`src/sv/hsp_pkg.sv`:
```
// Shared types, constants and helpers for the header stream parser.
package hsp_pkg;

  localparam int HASH_BYTES_DEF  = 32;
  localparam int QUEUE_DEPTH_DEF = 2;
  localparam int MAGIC_W         = 32;
  localparam int VERSION_W       = 16;
  localparam int CFG_IDX_W       = 2;
  localparam int CFG_DATA_W      = 32;

  localparam logic [CFG_IDX_W-1:0] CFG_MAGIC   = 2'd0;
  localparam logic [CFG_IDX_W-1:0] CFG_VERSION = 2'd1;

  localparam logic [MAGIC_W-1:0]   MAGIC_RESET   = 32'h4842_4E44;
  localparam logic [VERSION_W-1:0] VERSION_RESET = 16'd1;

  typedef enum logic [3:0] {
    PH_MAGIC,
    PH_VERSION,
    PH_HEIGHT,
    PH_TIME,
    PH_PREV,
    PH_ROOT,
    PH_KEYLEN,
    PH_KEY,
    PH_SIGLEN,
    PH_SIG,
    PH_EXTRA
  } phase_t;

  typedef enum logic [2:0] {
    ST_PENDING,
    ST_OK,
    ST_TRUNC,
    ST_MAGIC,
    ST_VERSION,
    ST_KEY,
    ST_SIG,
    ST_TRAILING
  } status_t;

  typedef struct packed {
    logic [7:0] data_byte;
    logic       last_byte;
  } in_req_t;

  typedef struct packed {
    logic [3:0]  field_tag;
    logic [15:0] field_offset;
    logic [7:0]  byte_echo;
    logic [63:0] field_value;
    logic        field_complete;
    logic        frame_done;
    logic [2:0]  status;
  } out_res_t;

  typedef struct packed {
    phase_t      tag;
    logic [15:0] offset;
    logic [7:0]  data;
    logic        complete;
    logic        last;
    status_t     status;
  } item_t;

  function automatic logic is_int_phase(phase_t p);
    return p == PH_MAGIC || p == PH_VERSION || p == PH_HEIGHT ||
           p == PH_TIME || p == PH_KEYLEN || p == PH_SIGLEN;
  endfunction

endpackage

```
`src/sv/hsp_front.sv`:
```
// Front end: accepts bytes, tracks fields, lengths and errors, builds queue items.
module hsp_front #(
  parameter int HASH_BYTES = hsp_pkg::HASH_BYTES_DEF
) (
  input  logic                          clk,
  input  logic                          rst,
  input  logic                          in_valid,
  output logic                          in_ready,
  input  hsp_pkg::in_req_t              in_data,
  input  logic [hsp_pkg::MAGIC_W-1:0]   expected_magic,
  input  logic [hsp_pkg::VERSION_W-1:0] expected_version,
  input  logic                          q_full,
  output logic                          q_push,
  output hsp_pkg::item_t                q_item
);
  import hsp_pkg::*;

  localparam int MIN_BYTES = 4 + 2 + 8 + 8 + 2 * HASH_BYTES + 2 + 2;
  localparam int SEEN_W    = $clog2(MIN_BYTES + 1);
  localparam logic [SEEN_W-1:0] MIN_CNT   = SEEN_W'(MIN_BYTES);
  localparam logic [15:0]       HASH_LAST = 16'(HASH_BYTES - 1);

  phase_t              phase, phase_next;
  logic [15:0]         field_count, field_count_next;
  logic [15:0]         length_left, length_left_next;
  logic [31:0]         facc, facc_next;
  logic [SEEN_W-1:0]   total_seen, total_seen_next;
  logic                magic_bad, magic_bad_next;
  logic                version_bad, version_bad_next;

  logic                accept;
  logic [7:0]          b;
  logic [31:0]         acc;
  logic [15:0]         last_off;
  logic                complete;
  phase_t              nph;
  logic [15:0]         ll;
  logic                mb, vb;
  logic [15:0]         fc;
  logic [SEEN_W-1:0]   seen;
  status_t             status;

  assign in_ready = !q_full;
  assign accept   = in_valid && in_ready;
  assign q_push   = accept;
  assign b        = in_data.data_byte;

  always_ff @(posedge clk) begin
    if (rst) begin
      phase       <= PH_MAGIC;
      field_count <= '0;
      length_left <= '0;
      facc        <= '0;
      total_seen  <= '0;
      magic_bad   <= 1'b0;
      version_bad <= 1'b0;
    end else begin
      phase       <= phase_next;
      field_count <= field_count_next;
      length_left <= length_left_next;
      facc        <= facc_next;
      total_seen  <= total_seen_next;
      magic_bad   <= magic_bad_next;
      version_bad <= version_bad_next;
    end
  end

  always_comb begin
    // narrow assembly: only magic, version and the two lengths are checked here
    acc = facc;
    if (field_count[15:2] == '0) begin
      unique case (field_count[1:0])
        2'd0: acc = {24'd0, b};
        2'd1: acc = facc | {16'd0, b, 8'd0};
        2'd2: acc = facc | {8'd0, b, 16'd0};
        2'd3: acc = facc | {b, 24'd0};
        default: acc = facc;
      endcase
    end

    unique case (phase)
      PH_MAGIC:                     last_off = 16'd3;
      PH_VERSION, PH_KEYLEN, PH_SIGLEN: last_off = 16'd1;
      PH_HEIGHT, PH_TIME:           last_off = 16'd7;
      PH_PREV, PH_ROOT:             last_off = HASH_LAST;
      default:                      last_off = 16'hFFFF;
    endcase

    if (phase == PH_KEY || phase == PH_SIG) begin
      complete = length_left <= 16'd1;
    end else if (phase != PH_EXTRA) begin
      complete = field_count >= last_off;
    end else begin
      complete = 1'b0;
    end

    seen = (total_seen < MIN_CNT) ? total_seen + 1'b1 : total_seen;

    nph = phase;
    ll  = length_left;
    mb  = magic_bad;
    vb  = version_bad;
    if (complete) begin
      unique case (phase)
        PH_MAGIC: begin
          mb  = acc != expected_magic;
          nph = PH_VERSION;
        end
        PH_VERSION: begin
          vb  = acc[15:0] != expected_version;
          nph = PH_HEIGHT;
        end
        PH_HEIGHT: nph = PH_TIME;
        PH_TIME:   nph = PH_PREV;
        PH_PREV:   nph = PH_ROOT;
        PH_ROOT:   nph = PH_KEYLEN;
        PH_KEYLEN: begin
          ll  = acc[15:0];
          nph = (acc[15:0] == '0) ? PH_SIGLEN : PH_KEY;
        end
        PH_KEY:    nph = PH_SIGLEN;
        PH_SIGLEN: begin
          ll  = acc[15:0];
          nph = (acc[15:0] == '0) ? PH_EXTRA : PH_SIG;
        end
        PH_SIG: begin
          ll  = '0;
          nph = PH_EXTRA;
        end
        default:   nph = PH_EXTRA;
      endcase
      fc = '0;
    end else begin
      fc = (field_count != 16'hFFFF) ? field_count + 16'd1 : field_count;
      if ((phase == PH_KEY || phase == PH_SIG) && length_left != '0) begin
        ll = length_left - 16'd1;
      end
    end

    status = ST_PENDING;
    if (in_data.last_byte) begin
      priority if (seen < MIN_CNT)     status = ST_TRUNC;
      else if (mb)                     status = ST_MAGIC;
      else if (vb)                     status = ST_VERSION;
      else if (nph <= PH_KEY)          status = ST_KEY;
      else if (nph == PH_SIGLEN || nph == PH_SIG) status = ST_SIG;
      else if (phase == PH_EXTRA)      status = ST_TRAILING;
      else                             status = ST_OK;
    end

    phase_next       = phase;
    field_count_next = field_count;
    length_left_next = length_left;
    facc_next        = facc;
    total_seen_next  = total_seen;
    magic_bad_next   = magic_bad;
    version_bad_next = version_bad;
    if (accept) begin
      if (in_data.last_byte) begin
        phase_next       = PH_MAGIC;
        field_count_next = '0;
        length_left_next = '0;
        facc_next        = '0;
        total_seen_next  = '0;
        magic_bad_next   = 1'b0;
        version_bad_next = 1'b0;
      end else begin
        phase_next       = nph;
        field_count_next = fc;
        length_left_next = ll;
        facc_next        = complete ? '0 : acc;
        total_seen_next  = seen;
        magic_bad_next   = mb;
        version_bad_next = vb;
      end
    end

    q_item.tag      = phase;
    q_item.offset   = field_count;
    q_item.data     = b;
    q_item.complete = complete;
    q_item.last     = in_data.last_byte;
    q_item.status   = status;
  end

endmodule

```
`src/sv/hsp_queue.sv`:
```
// Short FIFO of classified bytes between front and back ends.
module hsp_queue #(
  parameter int DEPTH = hsp_pkg::QUEUE_DEPTH_DEF
) (
  input  logic           clk,
  input  logic           rst,
  input  logic           push,
  input  hsp_pkg::item_t push_item,
  output logic           full,
  input  logic           pop,
  output logic           empty,
  output hsp_pkg::item_t head_item
);
  import hsp_pkg::*;

  localparam int PTR_W = $clog2(DEPTH);
  localparam int CNT_W = $clog2(DEPTH + 1);
  localparam logic [PTR_W-1:0] PTR_LAST = PTR_W'(DEPTH - 1);
  localparam logic [CNT_W-1:0] CNT_FULL = CNT_W'(DEPTH);

  item_t             slots [DEPTH];
  logic [PTR_W-1:0]  wr_ptr, rd_ptr;
  logic [CNT_W-1:0]  count;

  assign full      = count == CNT_FULL;
  assign empty     = count == '0;
  assign head_item = slots[rd_ptr];

  always_ff @(posedge clk) begin
    if (rst) begin
      wr_ptr <= '0;
      rd_ptr <= '0;
      count  <= '0;
    end else begin
      if (push) begin
        wr_ptr <= (wr_ptr == PTR_LAST) ? '0 : wr_ptr + 1'b1;
      end
      if (pop) begin
        rd_ptr <= (rd_ptr == PTR_LAST) ? '0 : rd_ptr + 1'b1;
      end
      if (push && !pop) begin
        count <= count + 1'b1;
      end else if (pop && !push) begin
        count <= count - 1'b1;
      end
    end
  end

  always_ff @(posedge clk) begin
    if (push) begin
      slots[wr_ptr] <= push_item;
    end
  end

endmodule

```
`src/sv/hsp_back.sv`:
```
// Back end: assembles little-endian field values and holds the output register.
module hsp_back (
  input  logic              clk,
  input  logic              rst,
  input  logic              q_empty,
  input  hsp_pkg::item_t    q_item,
  output logic              q_pop,
  output logic              out_valid,
  input  logic              out_ready,
  output hsp_pkg::out_res_t out_data
);
  import hsp_pkg::*;

  logic [63:0] bacc;
  logic [63:0] acc;
  logic        is_int;
  logic        load;

  assign load  = !q_empty && (!out_valid || out_ready);
  assign q_pop = load;

  always_comb begin
    is_int = is_int_phase(q_item.tag);
    if (q_item.offset == '0) begin
      acc = {56'd0, q_item.data};
    end else if (q_item.offset < 16'd8) begin
      acc = bacc | (64'(q_item.data) << {q_item.offset[2:0], 3'b000});
    end else begin
      acc = bacc;
    end
  end

  always_ff @(posedge clk) begin
    if (rst) begin
      out_valid <= 1'b0;
      bacc      <= '0;
    end else if (load) begin
      out_valid <= 1'b1;
      bacc      <= (q_item.complete || q_item.last || !is_int) ? '0 : acc;
    end else if (out_ready) begin
      out_valid <= 1'b0;
    end
  end

  always_ff @(posedge clk) begin
    if (load) begin
      out_data.field_tag      <= q_item.tag;
      out_data.field_offset   <= q_item.offset;
      out_data.byte_echo      <= q_item.data;
      out_data.field_value    <= is_int ? acc : '0;
      out_data.field_complete <= q_item.complete;
      out_data.frame_done     <= q_item.last;
      out_data.status         <= q_item.status;
    end
  end

endmodule

```
`src/sv/header_stream_parser.sv`:
```
// Top level of the header stream parser: config registers, front, queue, back.
//
//   channel   direction  handshake             payload
//   in        input      in_valid / in_ready   in_data   (data_byte, last_byte)
//   out       output     out_valid / out_ready out_data  (tag, offset, value, status)
//   cfg       input      cfg_we                cfg_idx, cfg_wdata
//
// One byte per cycle sustained while out_ready stays high; an accepted byte is
// written to a queue slot at the accepting edge and loaded into the output
// register once it is at the queue head and the output register is free.
// The front state update is a registered loop on phase, counts and lengths.
// Reset is synchronous; config returns to its defaults, no clearing pass.
// in_ready drops only while the queue is full; a stalled output fills the queue.
module header_stream_parser #(
  parameter int HASH_BYTES  = hsp_pkg::HASH_BYTES_DEF,
  parameter int QUEUE_DEPTH = hsp_pkg::QUEUE_DEPTH_DEF
) (
  input  logic                           clk,
  input  logic                           rst,
  input  logic                           in_valid,
  output logic                           in_ready,
  input  hsp_pkg::in_req_t               in_data,
  output logic                           out_valid,
  input  logic                           out_ready,
  output hsp_pkg::out_res_t              out_data,
  input  logic                           cfg_we,
  input  logic [hsp_pkg::CFG_IDX_W-1:0]  cfg_idx,
  input  logic [hsp_pkg::CFG_DATA_W-1:0] cfg_wdata
);
  import hsp_pkg::*;

  logic [MAGIC_W-1:0]   expected_magic;
  logic [VERSION_W-1:0] expected_version;
  logic                 q_full, q_push, q_empty, q_pop;
  item_t                q_in, q_head;

  always_ff @(posedge clk) begin
    if (rst) begin
      expected_magic   <= MAGIC_RESET;
      expected_version <= VERSION_RESET;
    end else if (cfg_we) begin
      if (cfg_idx == CFG_MAGIC) begin
        expected_magic <= cfg_wdata[MAGIC_W-1:0];
      end else if (cfg_idx == CFG_VERSION) begin
        expected_version <= cfg_wdata[VERSION_W-1:0];
      end
    end
  end

  hsp_front #(.HASH_BYTES(HASH_BYTES)) u_front (
    .clk              (clk),
    .rst              (rst),
    .in_valid         (in_valid),
    .in_ready         (in_ready),
    .in_data          (in_data),
    .expected_magic   (expected_magic),
    .expected_version (expected_version),
    .q_full           (q_full),
    .q_push           (q_push),
    .q_item           (q_in)
  );

  hsp_queue #(.DEPTH(QUEUE_DEPTH)) u_queue (
    .clk       (clk),
    .rst       (rst),
    .push      (q_push),
    .push_item (q_in),
    .full      (q_full),
    .pop       (q_pop),
    .empty     (q_empty),
    .head_item (q_head)
  );

  hsp_back u_back (
    .clk       (clk),
    .rst       (rst),
    .q_empty   (q_empty),
    .q_item    (q_head),
    .q_pop     (q_pop),
    .out_valid (out_valid),
    .out_ready (out_ready),
    .out_data  (out_data)
  );

  a_done_status: assert property (@(posedge clk) disable iff (rst)
    out_valid |-> (out_data.frame_done == (out_data.status != 3'(ST_PENDING))))
    else $error("status and frame_done disagree");

  a_extra_quiet: assert property (@(posedge clk) disable iff (rst)
    out_valid && out_data.field_tag == 4'(PH_EXTRA)
      |-> !out_data.field_complete && out_data.field_value == '0)
    else $error("extra byte carries value or completion");

  a_first_byte: assert property (@(posedge clk) disable iff (rst)
    out_valid && out_data.field_offset == '0 &&
      (out_data.field_tag == 4'(PH_MAGIC) || out_data.field_tag == 4'(PH_HEIGHT))
      |-> out_data.field_value == {56'd0, out_data.byte_echo})
    else $error("first byte of integer field not assembled from zero");

  a_no_overflow: assert property (@(posedge clk) disable iff (rst)
    q_push && !q_pop |-> !q_full)
    else $error("queue written while full");

endmodule

```
`config.mk`:
```
export PLATFORM = sky130hd
export DESIGN_NAME = header_stream_parser
export DESIGN_NICKNAME = d
export VERILOG_FILES = /design/src/sv/hsp_pkg.sv /design/src/sv/hsp_front.sv /design/src/sv/hsp_queue.sv /design/src/sv/hsp_back.sv /design/src/sv/header_stream_parser.sv
export SDC_FILE = /design/constraint.sdc
export NUM_CORES = 1
export LEC_CHECK = 0
export BUFFER_PORTS_ARGS = -buffer_cell sky130_fd_sc_hd__buf_4
export CORE_MARGIN = 2
export CORE_UTILIZATION = 30
export DETAILED_ROUTE_END_ITERATION = 10
export GPL_TIMING_DRIVEN = 0
export HOLD_SLACK_MARGIN = 0.06
export PLACE_DENSITY = 0.52
export SLEW_MARGIN = 20
export SYNTH_ARGS = -nofsm -noshare
export SYNTH_HDL_FRONTEND = slang
export SYNTH_SLANG_ARGS = --single-unit
```
`constraint.sdc`:
```
create_clock -name clk -period 4.3 [get_ports clk]
set_clock_uncertainty 0.05 [all_clocks]
set_input_delay 0.215 -clock clk [delete_from_list [all_inputs] [get_ports clk]]
set_output_delay 0.215 -clock clk [all_outputs]
set_load 0.005 [all_outputs]
```
==> Word level (Yosys, flattened, before mapping) <==
Memory sizes are Yosys's and may differ from the RTL's. A register that Yosys moved wholly into a read port is not among the register bits.
Cells that the tools add are included.
{ "totals": {"mem_bits_ro": 240, "wordCells": 156, "ramBits": 66, "output_inout_bits": 99, "regBits": 291, "n_memories": 2} }
{ "memory_table": {"columns": ["name", "words", "width", "read_ports", "rd_clocked_by_memory_dff", "write_ports", "line", "rtl"], "rows": [
  ["(name not given)", 16, 15, 1, 1, 0, "hsp_front.sv:81", "unique case (phase)"],
  ["u_queue.slots", 2, 33, 1, 1, 1, "hsp_queue.sv:21", "item_t slots [DEPTH];"]
]} }
{ "classes": {"n_bitwise": 5, "n_eq_ne": 27, "n_reduce_logical": 39, "add_sub_neg": 7, "n_lt_le_gt_ge": 6, "n_shift": 1, "muxes": 48} }
{ "op_table": {"columns": ["operator", "n"], "rows": [
  ["two-way mux 64 bit", 3],
  ["case mux 32 bit (4 select lines)", 1],
  ["two-way mux 16 bit", 6],
  ["two-way mux 32 bit", 3],
  ["bitwise OR 64 bit", 1],
  ["left shift 8 x 6 -> 64 bit", 1],
  ["case mux 4 bit (9 select lines)", 1],
  ["logical NOT 16 bit", 2],
  ["inequality test 32 bit", 1],
  ["bitwise OR 32 x 16 -> 32 bit", 1],
  ["bitwise OR 32 x 24 -> 32 bit", 1],
  ["bitwise OR 32 bit", 1],
  ["case mux 16 bit (2 select lines)", 1],
  ["equality test 4 bit (second input constant)", 6],
  ["two-way mux 3 bit", 7],
  ["equality test 4 x 3 -> 1 bit (second input constant)", 5],
  ["two-way mux 4 bit", 5],
  ["adder 16 x 1 -> 16 bit (second input constant)", 1],
  ["equality test 4 x 2 -> 1 bit (second input constant)", 4],
  ["greater-or-equal comparator 16 bit", 1],
  ["less-or-equal comparator 16 x 1 -> 1 bit (second input constant)", 1],
  ["less-than comparator 16 x 4 -> 1 bit (second input constant)", 1],
  ["two-way mux 1 bit", 16],
  ["inequality test 16 bit", 1],
  ["other kinds (27)", 62]
]} }

==> Longest topological paths before layout <==
Gate-level depths: netlist of run 1.
{ "depth": {"word_depth": 15, "mapped_depth": 13} }

==> By module <==
Synthesis of run 1 repeated with hierarchy kept, for this count alone.
{ "hier_totals": {"hier_cells": 1626, "area_unflattened_um2": 16915.0} }
{ "by_module_without_submodules": {"columns": ["module", "instances", "cells_each", "area_per_inst_um2", "seq_area_each_um2"], "rows": [
  ["hsp_front", 1, 848, 6221.0, 1621.6],
  ["hsp_back", 1, 452, 6019.5, 4214.0],
  ["hsp_queue", 1, 125, 2583.7, 2082.0],
  ["header_stream_parser", 1, 201, 2090.8, 960.9]
]} }

==> Worst setup path before layout of run 1 <==
OpenSTA, ideal clock, no wires.
{ "synth_path": {"path_type": "reg2reg", "startpoint": "register u_queue.count[0]", "endpoint": "register u_back.bacc[24]", "slack_ns": 0.316, "t_required_ns": 4.122, "t_arrival_ns": 3.806, "stages_incl_launch_ff": 8, "path_buffers": 2, "path_cell_list": "dfxtp_1 o21ai_0 inv_1 nand2_1 nand2_1 buf_2 buf_1 nor2_1"} }
{ "synth_between": {"elab_chain_cells": 3} }
{ "synth_rtl": {"columns": ["element", "line", "rtl"], "rows": [
  ["from (decl)", "hsp_queue.sv:23", "logic [CNT_W-1:0] count;"],
  ["from (signal assigned)", "hsp_queue.sv:42", "count <= count + 1'b1;"],
  ["from (signal assigned)", "hsp_queue.sv:44", "count <= count - 1'b1;"],
  ["logical NOT 2 bit", "hsp_queue.sv:26", "assign empty = count == '0;"],
  ["logical NOT 1 bit", "hsp_back.sv:19", "assign load = !q_empty && (!out_valid || out_ready);"],
  ["logical AND 1 bit", "hsp_back.sv:19", null],
  ["via q_pop", "header_stream_parser.sv:34", "logic q_full, q_push, q_empty, q_pop;"],
  ["to (signal assigned)", "hsp_back.sv:39", "bacc <= (q_item.complete || q_item.last || !is_int) ? '0 : acc;"],
  ["to (decl)", "hsp_back.sv:14", "logic [63:0] bacc;"]
]} }
The timed path passes the listed nets, and every way through them passes these cells.
A chain may end at the register's enable or synchronous reset.

==> results of run 1 <==
## cell type report
type,instances,area [µm²]
inverter,28,110.1
tap,688,860.8
timing repair buffer,198,1649
sequential,362,8882
multi-input combinational,1123,6734
clock inverter,27,226.5
clock buffer,51,1095
buffer,95,399.1
fill,5219,32590
## synthesized netlist by cell type, drive strengths merged, types with 3 or more instances
cell	n
or4	9
xnor2	35
edfxtp	163
o21a	4
o21ai	36
and3b	3
clkbuf	73
nand3b	3
inv	28
nor2	236
a2bb2oi	5
nand4	29
nor2b	3
or3	30
mux2	34
ha	24
o31ai	4
nand2b	9
mux2i	11
nor3b	6
buf	24
and3	7
o211ai	7
nand2	155
nor4bb	10
a2111oi	3
xor2	46
a21oi	212
a22oi	68
nand3	22
and2	3
or2	4
dfxtp	199
a31oi	13
o211a	4
nor4	27
nor3	32
## worst max-delay path by stage
stage	slack, ns	endpoint	cells after the start
2_1_floorplan	0.32	u_back.bacc[24]$_SDFFE_PP0P_	7
3_3_place_gp	-1.38	u_back.bacc[45]$_SDFFE_PP0P_	9
3_5_place_dp	-0.67	u_queue.slots[1][1]$_DFFE_PP_	13
4_1_cts	0.000004	u_back.bacc[50]$_SDFFE_PP0P_	11
5_1_grt	-0.009	u_queue.slots[1][1]$_DFFE_PP_	13
6_report	0.13	u_queue.slots[0][1]$_DFFE_PP_	12
## where the power goes
part	internal, W	switching [W]	total, W
sequential	0.00429	0.000216	0.00450
clock	0.00195	0.00147	0.00343
combinational	0.00102	0.00165	0.00267
total	0.00726	0.00334	0.0106
## through the flow
step	util	setup TNS, ns	total power (W)	cell area (µm²)	hold WS, ns
final	0.3798	0	0.01060	19960	0.1776
after CTS	0.3784	0	0.01071	19890	0.1597
after global placement	0.3405	-87.06	0.007183	17890	0.3882
after floorplan	-	0	0.005940	15950	0.2639
after global routing	0.3798	-0.01535	0.01113	19960	0.2094
after detailed placement	0.3422	-19.41	0.007211	17980	0.3906
## layer usage
metal / vias to the layer above / track usage / share of wire
li1: 6294 / - / -
met1: 6190 / 0.2154 / 0.44
met2: 428 / 0.2790 / 0.47
met3: 91 / 0.02762 / 0.058
met4: 0 / 0.06368 / 0.032
met5: - / 0 / 0
## worst max-delay path, cell delays in order (launching register included)
cell and delay, ns:
dfxtp_1 0.45, or4_4 0.62, nor4_4 0.33, buf_6 0.21
buf_4 0.21, o21ai_4 0.13, buf_2 0.23, a22oi_2 0.23
xor2_1 0.28, nand4_1 0.29, nor4_4 0.33, a21oi_2 0.18
o31a_1 0.35
## cells by family after synthesis
group | share of synthesized area
flip-flops | 0.5568
multiplexers | 0.03092
XOR/XNOR | 0.04449
AO/OA/AOI/OAI | 0.1416
adder cells (fa/ha/maj) | 0.01946
buffers and inverters | 0.03092
AND/OR/NAND/NOR | 0.1758
## repair_timing
| item | CTS | global route |
|---|---|---|
| setup endpoints to repair | 93 | 94 |
| hold buffers | 47 | 0 |
| gates resized for setup | 20 | 24 |
| buffers inserted | 2 | 1 |
| endpoints found under the hold margin | 86 | 0 |
| pin swaps | 6 | 5 |
## sequential cells by signal, indices dropped and copies added, names as in the netlist, 2 cells and up, named ones only
register / count
u_back.out_data: 97
u_queue.slots: 66
u_back.bacc: 64
expected_magic: 32
u_front.facc: 32
expected_version: 16
u_front.field_count: 16
u_front.length_left: 16
u_front.total_seen: 7
u_front.last_off: 4
u_front.phase: 4
u_queue.count: 2
## placed cells by master, fill, tap and decap left out, drive strengths merged, types with 46 or more instances in the layout
cell and count:
a22oi 68, clkbuf 126, nor2 236, a21oi 212, buf 171, dlygate4sd3 47, edfxtp 163, nand2 155
xor2 46, dfxtp 199
==> impl_metrics.json, run 1 <==
{
  "cts_tree": "done",
  "peakVddDrop_uv": 277.5,
  "antenna_found_initial": 0,
  "vias": 13000,
  "hpwl_um": 33560,
  "dieArea_um2": 55010,
  "fp.dieW_um": 234.5,
  "areaGrowthSynthToFinish_pct": 25.16,
  "clockBufferDepth": 3,
  "port_buffers": 145,
  "drive_gt1_frac": 0.1661,
  "synthCells": 1610,
  "syn-num-nets": 1682,
  "fin_cells": 2572,
  "io_pins": 147,
  "clock-sinks": 362,
  "path_clk_slew_ns": 0.06,
  "synthDistinctLibCells": 70,
  "cts.htree.levels": 2,
  "placedCellCount": 2446,
  "grt_pass1_wl_um": 71090,
  "syn_area_um2": 15950,
  "status": "complete, no violations",
  "seq_area_frac_synth": 0.5568,
  "yosys.area.top_type": "edfxtp_1",
  "ys_async_sr_fraction": 0,
  "min_period_over_period": 0.9707,
  "grt_pass1_vias": 12400,
  "power_density_nw_per_um2": 530.9,
  "place_congestion": 0.8954,
  "cap_violations": 0,
  "synth_top_cell_area_share": 0.3070,
  "crit_required_ns": 4.57,
  "crit_start": "u_front.field_count[7]$_SDFFE_PP0P_",
  "synthTopCellsByArea": "edfxtp_1 31%, dfxtp_1 25%, a21oi_1 6.7%, nor2_1 5.6%, nand2_1 3.6%",
  "synth-main-ff-cell": "dfxtp_1",
  "period_needed_ns": 4.174,
  "hp-class": "primary input to flop",
  "cp.arrival_ns": 4.45,
  "tightest_slew_ns": 1.018,
  "synth.avg_cell_area_um2": 9.904,
  "die_y_um": 234.5,
  "drv_slew": 0,
  "antennaDiodeCount": 0,
  "drt_iter0_drc": 878,
  "clkLatencyLatePin_ns": 0.59,
  "min_from": "cfg_idx[0]",
  "r2r_end": "u_queue.slots[0][1]$_DFFE_PP_",
  "grt_max_degree": 70,
  "min_to": "expected_magic[8]$_SDFFE_PP0P_",
  "r2r_cells": 12,
  "vias_per_cell": 5.056,
  "grt_setup_unrepaired": "true",
  "cp_max_fo": 10,
  "worst-setup-path-type": "flop to flop",
  "wirelength_um": 46620,
  "dp_slack_ns": -0.6723,
  "r2r_slack_ns": 0.13,
  "p_leak_nw": 7.279,
  "nets": 1922,
  "fmaxAchievable_ghz": 0.2396,
  "worst_slack_ns": 0.1261,
  "crit_path_end_kind": "flop",
  "setup_viol": 0,
  "yosysWarningCount": 0,
  "cts_buffers": 42,
  "ant_nets": 0,
  "grt_util_all_layers": 0.1667,
  "drc": 0,
  "routedWlPerCell_um": 18.13,
  "start_util": 0.3034,
  "reg2reg_from": "u_front.field_count[7]$_SDFFE_PP0P_",
  "hold_path_depth": 5,
  "synth-seq-cells": 362,
  "cts-root-buf": "clkbuf_16",
  "design.core.area_um2": 52550,
  "relSlewSlack": 0.3158,
  "num_rows": 84,
  "grt_overflow": 0,
  "drt_pre_antenna_iters": 6,
  "synth-edff-count": 163,
  "start_kind": "flop",
  "finalHoldViolCount": 0
}
Note: power is estimated with default switching activity, not from simulation.
==> run 2: changes to the inputs <==
- CELL_PAD_IN_SITES_DETAIL_PLACEMENT: unset -> 1
- CELL_PAD_IN_SITES_GLOBAL_PLACEMENT: unset -> 1
- PLACE_DENSITY: 0.52 -> 0.61
==> impl_metrics.json, run 2 (synthesized netlist as in run 1, its figures left out) <==
{
  "min_to": "expected_magic[24]$_SDFFE_PP0P_",
  "cap_violations": 0,
  "top_usage_layer": "met2",
  "grt_util_met2": 0.3112,
  "crit_required_ns": 4.56,
  "place_congestion": 0.8695,
  "hp-class": "primary input to flop",
  "grt_pass1_vias": 13280,
  "crit_start": "u_front.field_count[4]$_SDFFE_PP0P_",
  "vias_per_cell": 5.080,
  "antenna_found_initial": 0,
  "drive_gt1_frac": 0.1644,
  "vias": 13050,
  "hpwl_um": 36300,
  "placedCellCount": 2446,
  "worst_slack_ns": 0.08013,
  "fmaxAchievable_ghz": 0.2370,
  "cts_tree": "done",
  "ant_nets": 0,
  "top_register": "u_back.out_data",
  "cts.htree.levels": 2,
  "areaGrowthSynthToFinish_pct": 25.35,
  "period_needed_ns": 4.220,
  "port_buffers": 145,
  "power_density_nw_per_um2": 534.3,
  "clock-sinks": 362,
  "hold_ws_ns": 0.2088,
  "met1_usage": 0.2291,
  "fp.dieW_um": 234.5,
  "path_clk_slew_ns": 0.06,
  "routedWlPerCell_um": 19.58,
  "largest_reg_flops": 97,
  "drc": 0,
  "grt_util_all_layers": 0.1821,
  "clockBufferDepth": 3,
  "drt_pre_antenna_iters": 4,
  "grt_overflow": 0,
  "worst-setup-path-type": "flop to flop",
  "relSlewSlack": 0.2986,
  "hold_path_depth": 5,
  "setup_tns_ns": 0,
  "start_util": 0.3034,
  "r2r_cells": 11,
  "peakVddDrop_uv": 318.4,
  "grt_setup_unrepaired": "false",
  "min_from": "cfg_idx[1]",
  "crit_path_end_kind": "flop",
  "r2r_end": "u_queue.slots[1][1]$_DFFE_PP_",
  "drv_slew": 0,
  "reg2reg_from": "u_front.field_count[4]$_SDFFE_PP0P_",
  "nets": 1923,
  "r2r_slack_ns": 0.08,
  "finalHoldViolCount": 0,
  "grt_max_degree": 67,
  "status": "complete, no violations",
  "cp.arrival_ns": 4.48,
  "p_leak_nw": 7.273,
  "wirelength_um": 50290,
  "utilization": 0.3804,
  "dp_slack_ns": -0.7880,
  "cts_buffers": 40,
  "die_y_um": 234.5,
  "use_met3": 0.02822,
  "cp_max_fo": 10,
  "clkLatencyLatePin_ns": 0.57,
  "io_pins": 147,
  "drt_iter0_drc": 755,
  "start_kind": "flop",
  "final_common_cell": "nor2_1",
  "min_period_over_period": 0.9814,
  "grt_pass1_wl_um": 77260,
  "cts-root-buf": "clkbuf_16",
  "final_cell_mix": "234 x nor2_1, 210 x a21oi_1, 194 x dfxtp_1",
  "top_regs": "u_back.out_data: 97 flops, u_queue.slots: 66 flops, u_back.bacc: 64 flops",
  "fin_cells": 2568,
  "setup_viol": 0,
  "design.core.area_um2": 52550,
  "dieArea_um2": 55010,
  "tightest_slew_ns": 1.043,
  "num_rows": 84,
  "antennaDiodeCount": 0
}
## run 2: cell types whose count changed in the layout (fill, tap and decap cells not counted), moves of 3 or more
cell	previous run	this run
clkbuf_1	72	75
buf_4	149	154
clkinv_2	11	1
clkbuf_8	1	4
clkbuf_2	11	8
nor4_2	8	5
## run 2: area by class of cell
class	count	area [µm²]
Fill cell	5929	32560
Multi-Input combinational cell	1123	6760
Timing Repair Buffer	201	1667
Clock inverter	16	186.4
Sequential cell	362	8885
Clock buffer	55	1119
Inverter	28	110.1
Buffer	95	400.4
Tap cell	688	860.8
## run 2: worst max path at each step
stage                                     to
2_1_floorplan   u_back.bacc[24]$_SDFFE_PP0P_
3_3_place_gp    u_back.bacc[63]$_SDFFE_PP0P_
3_5_place_dp   u_queue.slots[1][1]$_DFFE_PP_
4_1_cts        u_queue.slots[1][1]$_DFFE_PP_
5_1_grt         u_back.bacc[50]$_SDFFE_PP0P_
6_report       u_queue.slots[1][1]$_DFFE_PP_
## run 2: power breakdown
group / switching (W) / internal (W)
Combinational: 0.00171 / 0.00103
Clock: 0.00143 / 0.00201
Sequential: 0.000222 / 0.00429
Total: 0.00336 / 0.00732
## run 2: per-stage QoR
step	area (µm²)	total power, W
after CTS	19890	0.01079
after detailed placement	17990	0.007274
after floorplan	15950	0.005940
final	19990	0.01068
after global routing	19990	0.01123
after global placement	17890	0.007222
## run 2: layer usage
metal	up-vias	wire length, µm	share of wire
li1	6291	-	-
met5	-	0	0
met2	300	24430	0.49
met4	0	1762	0.035
met1	6358	21980	0.44
met3	96	2114	0.042
## run 2: repair_timing
item                                    CTS  global route
cloned                                    0             0
buffers inserted                          4             4
hold buffers                             45             0
hold endpoints to repair                 84             0
gates resized for setup                  27            19
pin swaps                                 7             5
endpoints found under the setup margin  113            88
## run 2: worst max-delay path: stages (launching register included)
cell and delay [ns]:
dfxtp_1 0.37, clkbuf_1 0.23, or4_4 0.55, or4_4 0.55, buf_6 0.19, o22ai_2 0.24
xor2_1 0.19, nand4_1 0.14, or4_1 0.60, nor4_4 0.37, a21oi_4 0.14, o31a_1 0.33
